`config.mk`:
```
export PLATFORM = sky130hd
export DESIGN_NAME = min_max_quantizer_u8
export DESIGN_NICKNAME = d
export VERILOG_FILES = /design/src/rtl/mmq_pkg.sv /design/src/rtl/min_max_quantizer_u8.sv /design/src/rtl/mmq_div_pipe.sv
export SDC_FILE = /design/constraint.sdc
export NUM_CORES = 2
export LEC_CHECK = 0
export BUFFER_PORTS_ARGS = -buffer_cell sky130_fd_sc_hd__buf_4
export CELL_PAD_IN_SITES_DETAIL_PLACEMENT = 0
export CELL_PAD_IN_SITES_GLOBAL_PLACEMENT = 1
export CORE_MARGIN = 3
export CORE_UTILIZATION = 47
export CTS_CLUSTER_SIZE = 30
export DETAILED_ROUTE_END_ITERATION = 8
export PLACE_DENSITY_LB_ADDON = 0.1
export SLEW_MARGIN = 20
export SYNTH_ARGS = -nofsm -noshare
export SYNTH_HDL_FRONTEND = slang
export SYNTH_HIERARCHICAL = 1
export SYNTH_SLANG_ARGS = --single-unit
```
`constraint.sdc`:
```
create_clock -name clk -period 4.62 [get_ports clk]
set_input_delay 0.462 -clock clk [delete_from_list [all_inputs] [get_ports clk]]
set_output_delay 0.462 -clock clk [all_outputs]
set_load 0.01 [all_outputs]
```
`src/rtl/mmq_pkg.sv`:
```
// Shared types and constants for the min/max 8-bit quantizer.
// No dependencies; imported by mmq_div_pipe and min_max_quantizer_u8.
package mmq_pkg;

	localparam int SAMPLE_BITS = 32;
	localparam int CODE_BITS   = 8;
	localparam int CFG_IDX_BITS = 1;

	// sample - range_min and range_max - range_min need one extra bit
	localparam int DIFF_BITS = SAMPLE_BITS + 1;
	// 510*diff + span, diff and span below 2^SAMPLE_BITS when used
	localparam int NUM_BITS  = DIFF_BITS + 9;
	// divisor 2*span pre-shifted by CODE_BITS-1 for the first quotient bit
	localparam int DSH_BITS  = DIFF_BITS + CODE_BITS;
	localparam int DIV_STEPS = CODE_BITS;

	localparam logic [CFG_IDX_BITS-1:0] REG_RANGE_MIN = CFG_IDX_BITS'(0);
	localparam logic [CFG_IDX_BITS-1:0] REG_RANGE_MAX = CFG_IDX_BITS'(1);

	localparam logic signed [SAMPLE_BITS-1:0] RANGE_MIN_RST = SAMPLE_BITS'(0);
	localparam logic signed [SAMPLE_BITS-1:0] RANGE_MAX_RST = SAMPLE_BITS'(65536);

	typedef struct packed {
		logic signed [SAMPLE_BITS-1:0] sample;
		logic                          last_in;
	} in_beat_t;

	typedef struct packed {
		logic [CODE_BITS-1:0] code;
		logic                 last_out;
	} out_beat_t;

	// one item in flight through the divider
	typedef struct packed {
		logic [NUM_BITS-1:0]  rem;
		logic [DSH_BITS-1:0]  dsh;
		logic [CODE_BITS-1:0] quo;
		logic                 zero;
		logic                 full;
		logic                 last;
	} div_t;

endpackage

```
`src/rtl/min_max_quantizer_u8.sv`:
```
// Min/max linear quantizer: signed fixed-point samples to 8-bit codes.
// Pipeline: 2 prep stages then 8 divide stages from sample beat to result beat.
// Throughput: one beat per cycle when unstalled; one quotient bit per divider stage.
// Reset (arst_n low, async): all stage valid bits clear, range_min = 0,
// range_max = 65536. Depends on mmq_pkg and mmq_div_pipe.
module min_max_quantizer_u8
	import mmq_pkg::*;
(
	input  logic                    clk,
	input  logic                    arst_n,
	// config write port
	input  logic                    cfg_we,
	input  logic [CFG_IDX_BITS-1:0] cfg_index,
	input  logic [SAMPLE_BITS-1:0]  cfg_data,
	// sample channel
	input  logic                    sample_valid,
	output logic                    sample_stall,
	input  in_beat_t                sample_beat,
	// result channel
	output logic                    result_valid,
	input  logic                    result_stall,
	output out_beat_t               result_beat
);

	// ---------------------------------------------------------------
	// Config registers; the user must write them only while the pipe is idle (not enforced).
	// ---------------------------------------------------------------
	logic signed [SAMPLE_BITS-1:0] range_min_q;
	logic signed [SAMPLE_BITS-1:0] range_max_q;

	always_ff @(posedge clk or negedge arst_n) begin
		if (!arst_n) begin
			range_min_q <= RANGE_MIN_RST;
			range_max_q <= RANGE_MAX_RST;
		end else if (cfg_we) begin
			unique case (cfg_index)
				REG_RANGE_MIN: range_min_q <= cfg_data;
				REG_RANGE_MAX: range_max_q <= cfg_data;
				default: ;
			endcase
		end
	end

	// ---------------------------------------------------------------
	// Stall chain: a stage advances when empty or when the next one does.
	// ---------------------------------------------------------------
	logic en_s1, en_s2;
	logic div_ready;
	logic valid_s1, valid_s2;

	assign en_s2        = !valid_s2 || div_ready;
	assign en_s1        = !valid_s1 || en_s2;
	assign sample_stall = !en_s1;

	// ---------------------------------------------------------------
	// Stage 1: signed offsets, one bit wider so nothing wraps.
	// ---------------------------------------------------------------
	logic signed [DIFF_BITS-1:0] diff_s1, span_s1;
	logic                        last_s1;

	always_ff @(posedge clk or negedge arst_n) begin
		if (!arst_n) begin
			valid_s1 <= 1'b0;
		end else if (en_s1) begin
			valid_s1 <= sample_valid;
		end
	end

	always_ff @(posedge clk) begin
		if (en_s1 && sample_valid) begin
			diff_s1 <= DIFF_BITS'(sample_beat.sample) - DIFF_BITS'(range_min_q);
			span_s1 <= DIFF_BITS'(range_max_q) - DIFF_BITS'(range_min_q);
			last_s1 <= sample_beat.last_in;
		end
	end

	// ---------------------------------------------------------------
	// Stage 2: floor span at 1 LSB, saturation flags, dividend/divisor.
	// code = floor((510*diff + span) / (2*span)); both operands only
	// matter when 0 < diff < span, so diff and span fit SAMPLE_BITS
	// unsigned there. Divisor is pre-shifted for the MSB quotient bit.
	// ---------------------------------------------------------------
	logic signed [DIFF_BITS-1:0] span_f;
	logic [NUM_BITS-1:0]         diff_w;
	logic [NUM_BITS-1:0]         num_c;
	div_t                        div_s2;

	assign span_f = (span_s1 < DIFF_BITS'(1)) ? DIFF_BITS'(1) : span_s1;
	assign diff_w = NUM_BITS'(unsigned'(diff_s1));
	// 510*diff as (diff << 9) - (diff << 1)
	assign num_c  = (diff_w << 9) - (diff_w << 1) + NUM_BITS'(unsigned'(span_f));

	always_ff @(posedge clk or negedge arst_n) begin
		if (!arst_n) begin
			valid_s2 <= 1'b0;
		end else if (en_s2) begin
			valid_s2 <= valid_s1;
		end
	end

	always_ff @(posedge clk) begin
		if (en_s2 && valid_s1) begin
			div_s2.rem  <= num_c;
			div_s2.dsh  <= DSH_BITS'(unsigned'(span_f)) << CODE_BITS;
			div_s2.quo  <= '0;
			div_s2.zero <= diff_s1 <= DIFF_BITS'(0);
			div_s2.full <= diff_s1 >= span_f;
			div_s2.last <= last_s1;
		end
	end

	// ---------------------------------------------------------------
	// Stages 3..10: divider; its last stage holds the result beat.
	// ---------------------------------------------------------------
	mmq_div_pipe u_div (
		.clk       (clk),
		.arst_n    (arst_n),
		.in_valid  (valid_s2),
		.in_data   (div_s2),
		.in_ready  (div_ready),
		.out_valid (result_valid),
		.out_beat  (result_beat),
		.out_stall (result_stall)
	);

endmodule

```
`src/rtl/mmq_div_pipe.sv`:
```
// Pipelined restoring divider: one quotient bit per stage, DIV_STEPS stages.
// Depends on mmq_pkg; the last stage register is the result beat register.
module mmq_div_pipe
	import mmq_pkg::*;
(
	input  logic      clk,
	input  logic      arst_n,
	input  logic      in_valid,
	input  div_t      in_data,
	output logic      in_ready,
	output logic      out_valid,
	output out_beat_t out_beat,
	input  logic      out_stall
);

	logic [DIV_STEPS-1:0] valid_s;
	logic [DIV_STEPS-1:0] en;
	div_t                 data_s [DIV_STEPS];
	div_t                 nxt    [DIV_STEPS];

	for (genvar k = 0; k < DIV_STEPS; k++) begin : g_step
		div_t src;
		logic src_v;
		logic ge;

		if (k == 0) begin : g_first
			assign src   = in_data;
			assign src_v = in_valid;
		end else begin : g_rest
			assign src   = data_s[k-1];
			assign src_v = valid_s[k-1];
		end

		if (k == DIV_STEPS - 1) begin : g_tail
			assign en[k] = !valid_s[k] || !out_stall;
		end else begin : g_mid
			assign en[k] = !valid_s[k] || en[k+1];
		end

		assign ge = src.rem >= NUM_BITS'(src.dsh);

		always_comb begin
			nxt[k]      = src;
			nxt[k].rem  = ge ? (src.rem - NUM_BITS'(src.dsh)) : src.rem;
			nxt[k].dsh  = src.dsh >> 1;
			nxt[k].quo  = {src.quo[CODE_BITS-2:0], ge};
		end

		always_ff @(posedge clk or negedge arst_n) begin
			if (!arst_n) begin
				valid_s[k] <= 1'b0;
			end else if (en[k]) begin
				valid_s[k] <= src_v;
			end
		end

		always_ff @(posedge clk) begin
			if (en[k] && src_v) begin
				data_s[k] <= nxt[k];
			end
		end
	end

	assign in_ready  = en[0];
	assign out_valid = valid_s[DIV_STEPS-1];

	// saturation overrides the quotient at the ends of the range
	always_comb begin
		out_beat.last_out = data_s[DIV_STEPS-1].last;
		priority if (data_s[DIV_STEPS-1].zero) begin
			out_beat.code = '0;
		end else if (data_s[DIV_STEPS-1].full) begin
			out_beat.code = '1;
		end else begin
			out_beat.code = data_s[DIV_STEPS-1].quo;
		end
	end

endmodule

```
==> Yosys cells after proc, flatten, opt, wreduce, memory -nomap -nowiden <==
Memory sizes are Yosys's and may differ from the RTL's.
Index checks and enable logic that the tools add are counted.
{ "totals": {"register_bits": 219, "mem_bits_rw": 744, "inputBits": 71, "output_inout_bits": 11, "elab_cells": 106, "memories": 1} }
{ "classes": {"add_sub_neg": 12, "order_cmp": 11, "mux": 27, "n_bitwise": 1, "reduce_logical": 34} }
{ "memory_table": {"columns": ["memory", "depth", "width", "read_ports", "rd_ports_with_merged_regs", "write_ports", "line", "source"], "rows": [
  ["u_div.data_s", 8, 93, 8, 0, 8, "mmq_div_pipe.sv:18", "div_t data_s [DIV_STEPS];"]
]} }
{ "op_table": {"columns": ["operator", "n"], "rows": [
  ["$ge A42 B41 Y1", 8],
  ["$mux W42", 8],
  ["$sub A42 B41 Y42", 8],
  ["$sub A32 B32 Y33", 2],
  ["$add A42 B33 Y42", 1],
  ["$sub A42 B34 Y42", 1],
  ["$ge A33 B33 Y1", 1],
  ["$le A33 B1 Y1 const B", 1],
  ["$lt A33 B2 Y1 const B", 1],
  ["$mux W33", 1],
  ["$mux W1", 16],
  ["$mux W8", 2],
  ["$logic_not A1 Y1", 12],
  ["$logic_and A1 B1 Y1", 10],
  ["$logic_or A1 B1 Y1", 10],
  ["$reduce_and A2 Y1", 2],
  ["$not A1 Y1", 1]
]} }

==> Longest topological paths before layout <==
{ "logic_depth": {"ltp_word": 12, "ltp_mapped": 19, "mapped_depth_nobuf": 18} }

==> By module <==
Netlist, hierarchy kept.
{ "by_module_without_submodules": {"columns": ["mod", "instances", "cells_per_inst", "area_per_inst_um2", "seq_area_each_um2"], "rows": [
  ["mmq_div_pipe", 1, 3726, 38144.1, 18607.8],
  ["min_max_quantizer_u8", 1, 1386, 14176.1, 5977.0]
]} }

==> Worst setup path before layout <==
No wires, ideal clock.
{ "synth_timing": {"path_type": "input to register", "start": "input result_stall", "end": "memory u_div/data_s[1][0] in the netlist's numbering, enable pin", "setup_time_ns": 0.542, "t_arrival_ns": 4.482, "required_time_ns": 4.078, "setup_slack_ns": -0.403, "path_stages": 3, "n_path_buf": 0, "path_cell_list": "nand4_1 -> nor2_1 -> nor2b_1"} }
{ "synth_rtl": {"columns": ["item", "line", "source"], "rows": [
  ["start, declared", "min_max_quantizer_u8.sv:21", "input logic result_stall,"],
  ["end, declared", "mmq_div_pipe.sv:18", null]
]} }

==> Worst setup path in the final report <==
{ "layout_timing": {"start": "register span_s1[1]", "end": "register div_s2[92] in the netlist's numbering (data pin)"} }
{ "layout_between": {"elab_chain_len": 3} }
{ "layout_rtl": {"columns": ["item", "line", "source"], "rows": [
  ["start, declared", "min_max_quantizer_u8.sv:58", "logic signed [DIFF_BITS-1:0] diff_s1, span_s1;"],
  ["start signal, assigned", "min_max_quantizer_u8.sv:72", "span_s1 <= DIFF_BITS'(range_max_q) - DIFF_BITS'(range_min_q);"],
  ["$lt A33 B2 Y1", "min_max_quantizer_u8.sv:88", "assign span_f = (span_s1 < DIFF_BITS'(1)) ? DIFF_BITS'(1) : span_s1;"],
  ["$mux W33 *", "min_max_quantizer_u8.sv:88", null],
  ["$add A42 B33 Y42 *", "min_max_quantizer_u8.sv:91", "assign num_c = (diff_w << 9) - (diff_w << 1) + NUM_BITS'(unsigned'(span_f));"],
  ["via num_c[40]", "min_max_quantizer_u8.sv:85", "logic [NUM_BITS-1:0] num_c;"],
  ["end, declared", "min_max_quantizer_u8.sv:86", "div_t div_s2;"]
]} }
Mark *: on every way through the listed nets, which the timed path passes. The rest lies on a longest branch.
A chain may end at the register's enable or synchronous reset.

==> summary.txt <==
Synthesis
  – Avg Inst Size Synth: between 10 and 15 um^2
  – Sequential area share after synthesis: 0.470
  – Mapped Area: between 0.05 and 0.06 mm^2
  – Synthesized flop and latch total: 831
  – Asr flop ratio synth: 0.0890
  – Post-synth cell types: just under 100
  – Largest family of logic cells by synthesized area: compound AO/OA/AOI/OAI gates
  – Xor/xnor share of the synthesized area: 0.0581
  – Post-synthesis mux area share: 0.0163
  – Post-synthesis simple-gate area fraction: 0.117
  – Main flop type after synthesis: edfxtp_1
  – Number of synthesized flops with an enable pin: about 760
  – Post-Synthesis Cells: roughly 5100
  – Synth Area in Adders: 0.120
  – Syn. warnings: 6
  – Post-synthesis compound-gate area fraction: 0.168

Power and ir drop
  – Power Density: 796 mW/mm^2
  – Max VDD drop: 0.330 mV
  – Int Pwr: around 0.029 W
  – Psw: 0.0193 W
  – Comb power frac: 0.545
  – Sw Share: 0.401
  – Leak: between 20 and 30 nW
  – Clk network pwr share: 0.155
  – Sequential share of power: 0.299

CTS
  – H-tree Lvls: 3
  – Clock latency on the worst-skew pair: 670 ps
  – TritonCTS clock tree: yes
  – Inserted Clock Buffers: 94
  – Reg clk slew, reported paths: approximately 60 ps
  – Root Driver: clkbuf_16
  – Sink Count: around 830
  – Maximum clock path buffer count: 3

Critical path
  – Type of the worst setup path: flip-flop to flip-flop
  – Worst path cell trace: nor4_2 -> buf_4 -> nand4_1 -> nor3_2 -> ha_4 -> buf_12 -> nand2b_4 -> fa_1 -> inv_1 -> ha_4 -> a21oi_4 -> o211ai_1 -> a2111o_1 -> a21oi_4 -> o31ai_4 -> a221o_1 -> a41oi_2 -> xor2_1
  – Worst EP required: 5020 ps
  – Crit-path max FO: 8
  – Slowest stage delay, CP: 470 ps
  – Startpoint types: flip-flop
  – Reg2reg start: span_s1[1]
  – CP max stage cell: fa_1
  – Crit. Startpoint: span_s1[1]
  – Crit. End Element: flip-flop
  – Crit path DAT: between 4000 and 5000 ps

STA
  – Final hold violation count: 0
  – Achievable frequency: roughly 0.22 GHz
  – Fin. max-slew vios: 0
  – Worst slew pin tran: 868 ps
  – Max_slew headroom: 0.417
  – Setup WS post-layout: approximately 42 ps
  – Fin crit share: 0.991
  – Setup TNS: 0 ps
  – # setup viols final: 0
  – Fin Clk Skew: about 25 ps
  – RSZ-0062 raised after global routing: true
  – Crit path time final: 4580 ps

Detailed routing
  – Vias: between 30000 and 40000
  – Total routed wirelength: 122 mm
  – Routed Antenna Nets: 0
  – DRC errors left: 0
  – Iter 0 DRT Violations: slightly below 2000
  – Avg WL per Cell: around 17 um
  – First-pass iteration count of the detailed router: 5
  – Vias/cell: around 5.3

Placement
  – Placed instance area: between 0.05 and 0.06 mm^2
  – Place WS: -338 ps
  – DP HPWL: 98.1 mm
  – Port Buf Inserts: 81
  – Placer Congestion: 0.927

Run status
  – Outcome: finished clean

Die
  – Die area: approximately 0.12 mm^2
  – I/O pins: 82
  – Die Wd: 340 um
  – Starting density of the core: 0.477
  – Site Rows: around 120
  – Core box area: 0.110 mm^2
  – Die height: between 300 and 400 um

Global route
  – Global route total overflow: 0
  – GR Util All Layers: 0.211
  – First-pass GRT wire length: 195 mm
  – Vias in the first global route: around 38000
  – Largest net degree at the start of global routing: 87
  – Antenna violations before repair: 1

Job
  – Max-cap viol count: 0

Cells and area
  – Most frequent cells in the layout: 757 x edfxtp_1, 537 x inv_1, 444 x a21oi_1
  – Number of diodes: 0
  – Sequential standard cell area: between 0.02 and 0.025 mm^2
  – Nets@finish: 5990
  – Synthesis-to-finish area growth: 15.3%
  – Design Area, Final: between 0.06 and 0.07 mm^2
  – Commonest non-fill, non-tap cell in the layout: edfxtp_1
  – # fillers: approximately 9800
  – Fraction of layout instances using a drive strength above 1: 0.114
  – Area of the multi-input gates: between 0.02 and 0.03 mm^2

Worst hold path
  – Worst hold-check path type: primary input to asynchronous set/reset pin
[critical path: cells and delay by family (launching register included)]
kind / cells / cell delay, ps
compound gates: 7 / 1640
xor+xnor: 1 / 90
fa+ha+maj: 3 / 990
buf+inv: 3 / 380
flops: 1 / 400
simple gates: 4 / 820
[cells by family (layout without fill, tap and decap cells)]
logic type | Yosys count | count (layout)
AO/OA/AOI/OAI | 1408 | 1408
AND/OR/NAND/NOR | 1282 | 1282
flip-flops | 831 | 831
buffers and inverters | 684 | 1072
adder cells (fa/ha/maj) | 483 | 483
XOR/XNOR | 347 | 347
multiplexers | 76 | 76
other | 1 | 15
[synthesized netlist by cell type, drive strengths merged (18+ instances only)]
master	instances	area, um^2
xnor2	208	1820
fa	34	681
o211ai	29	223
nor3	60	305
and2	37	231
nor2	349	1310
nand3	88	440
a211oi	40	305
edfxtp	757	22700
clkbuf	103	387
nand2	375	1410
o21ai	347	1740
a21o	210	1580
xor2	139	1220
o31ai	25	208
nor4	38	244
buf	34	180
inv	547	2050
a31oi	53	332
o21bai	43	327
nand4	87	544
o21a	57	428
a21oi	454	2280
a21boi	18	139
nor2b	55	344
ha	449	5620
nand2b	83	522
dfrtp	73	1830
mux2	72	811
and3	35	219
[repair_timing]
item | CTS | global route
setup buffers | 5 | 3
hold endpoints to repair | 82 | 0
cloned | 1 | 0
pin swaps | 34 | 53
resized for setup | 49 | 50
endpoints found under the setup margin | 14 | 18
hold buffers | 36 | 0
[per-stage QoR]
step,total power [W],hold WS (ps),utilization,std cells
detailed placement,0.0398,398,0.513,6773
global placement,0.0397,393,0.513,6773
global route,0.0520,242,0.550,6990
floorplan,0.0325,166,-,5126
CTS,0.0479,192,0.548,6988
finish,0.0480,249,0.550,6990
[power by group through the flow]
stage / combinational (W) / sequential [W] / clock (W)
floorplan: 0.0186 / 0.0139 / 0
global placement: 0.0252 / 0.0145 / 0
detailed placement: 0.0253 / 0.0145 / 0
CTS: 0.0258 / 0.0144 / 0.00773
global route: 0.0293 / 0.0147 / 0.00803
finish: 0.0262 / 0.0144 / 0.00747
[final timing paths]
kind	end	slack (ps)	cells past startpoint
worst min register to register	u_div/data_s[0][279]	410	0
worst max register to register	div_s2[92]	40	18
max in group asynchronous	range_min_q[28]	3420	3
worst min-delay path	range_max_q[6]	250	2
min in group clk	diff_s1[6]	280	3
worst max-delay path	div_s2[92]	40	18
[routing by layer]
| metal | GRT usage | routed length [um] | vias up |
|---|---|---|---|
| met1 | 0.228 | 48200 | 17208 |
| met2 | 0.401 | 63600 | 610 |
| li1 | - | - | 19141 |
| met4 | 0.110 | 7040 | 0 |
| met5 | 0 | 0 | - |
| met3 | 0.0253 | 3140 | 280 |
[final cells by class]
type / instances / area share
clock buffers: 120 / 0.0418
clock inverters: 54 / 0.0101
well taps: 1476 / 0.0306
flip-flops and latches: 831 / 0.408
multi-input cells: 3611 / 0.427
inverters: 547 / 0.0341
repair buffers: 351 / 0.0489
[flip-flops by register name (all words and copies together), names as in the netlist]
signal / cells
diff_s1: 33
div_s2: 77
last_s1: 1
range_max_q: 32
range_min_q: 32
span_s1: 33
u_div/data_s: 613
u_div/g_step.src_v: 7
u_div/out_valid: 1
valid_s1: 1
valid_s2: 1
No activity file was read; power rests on OpenSTA's default activity.
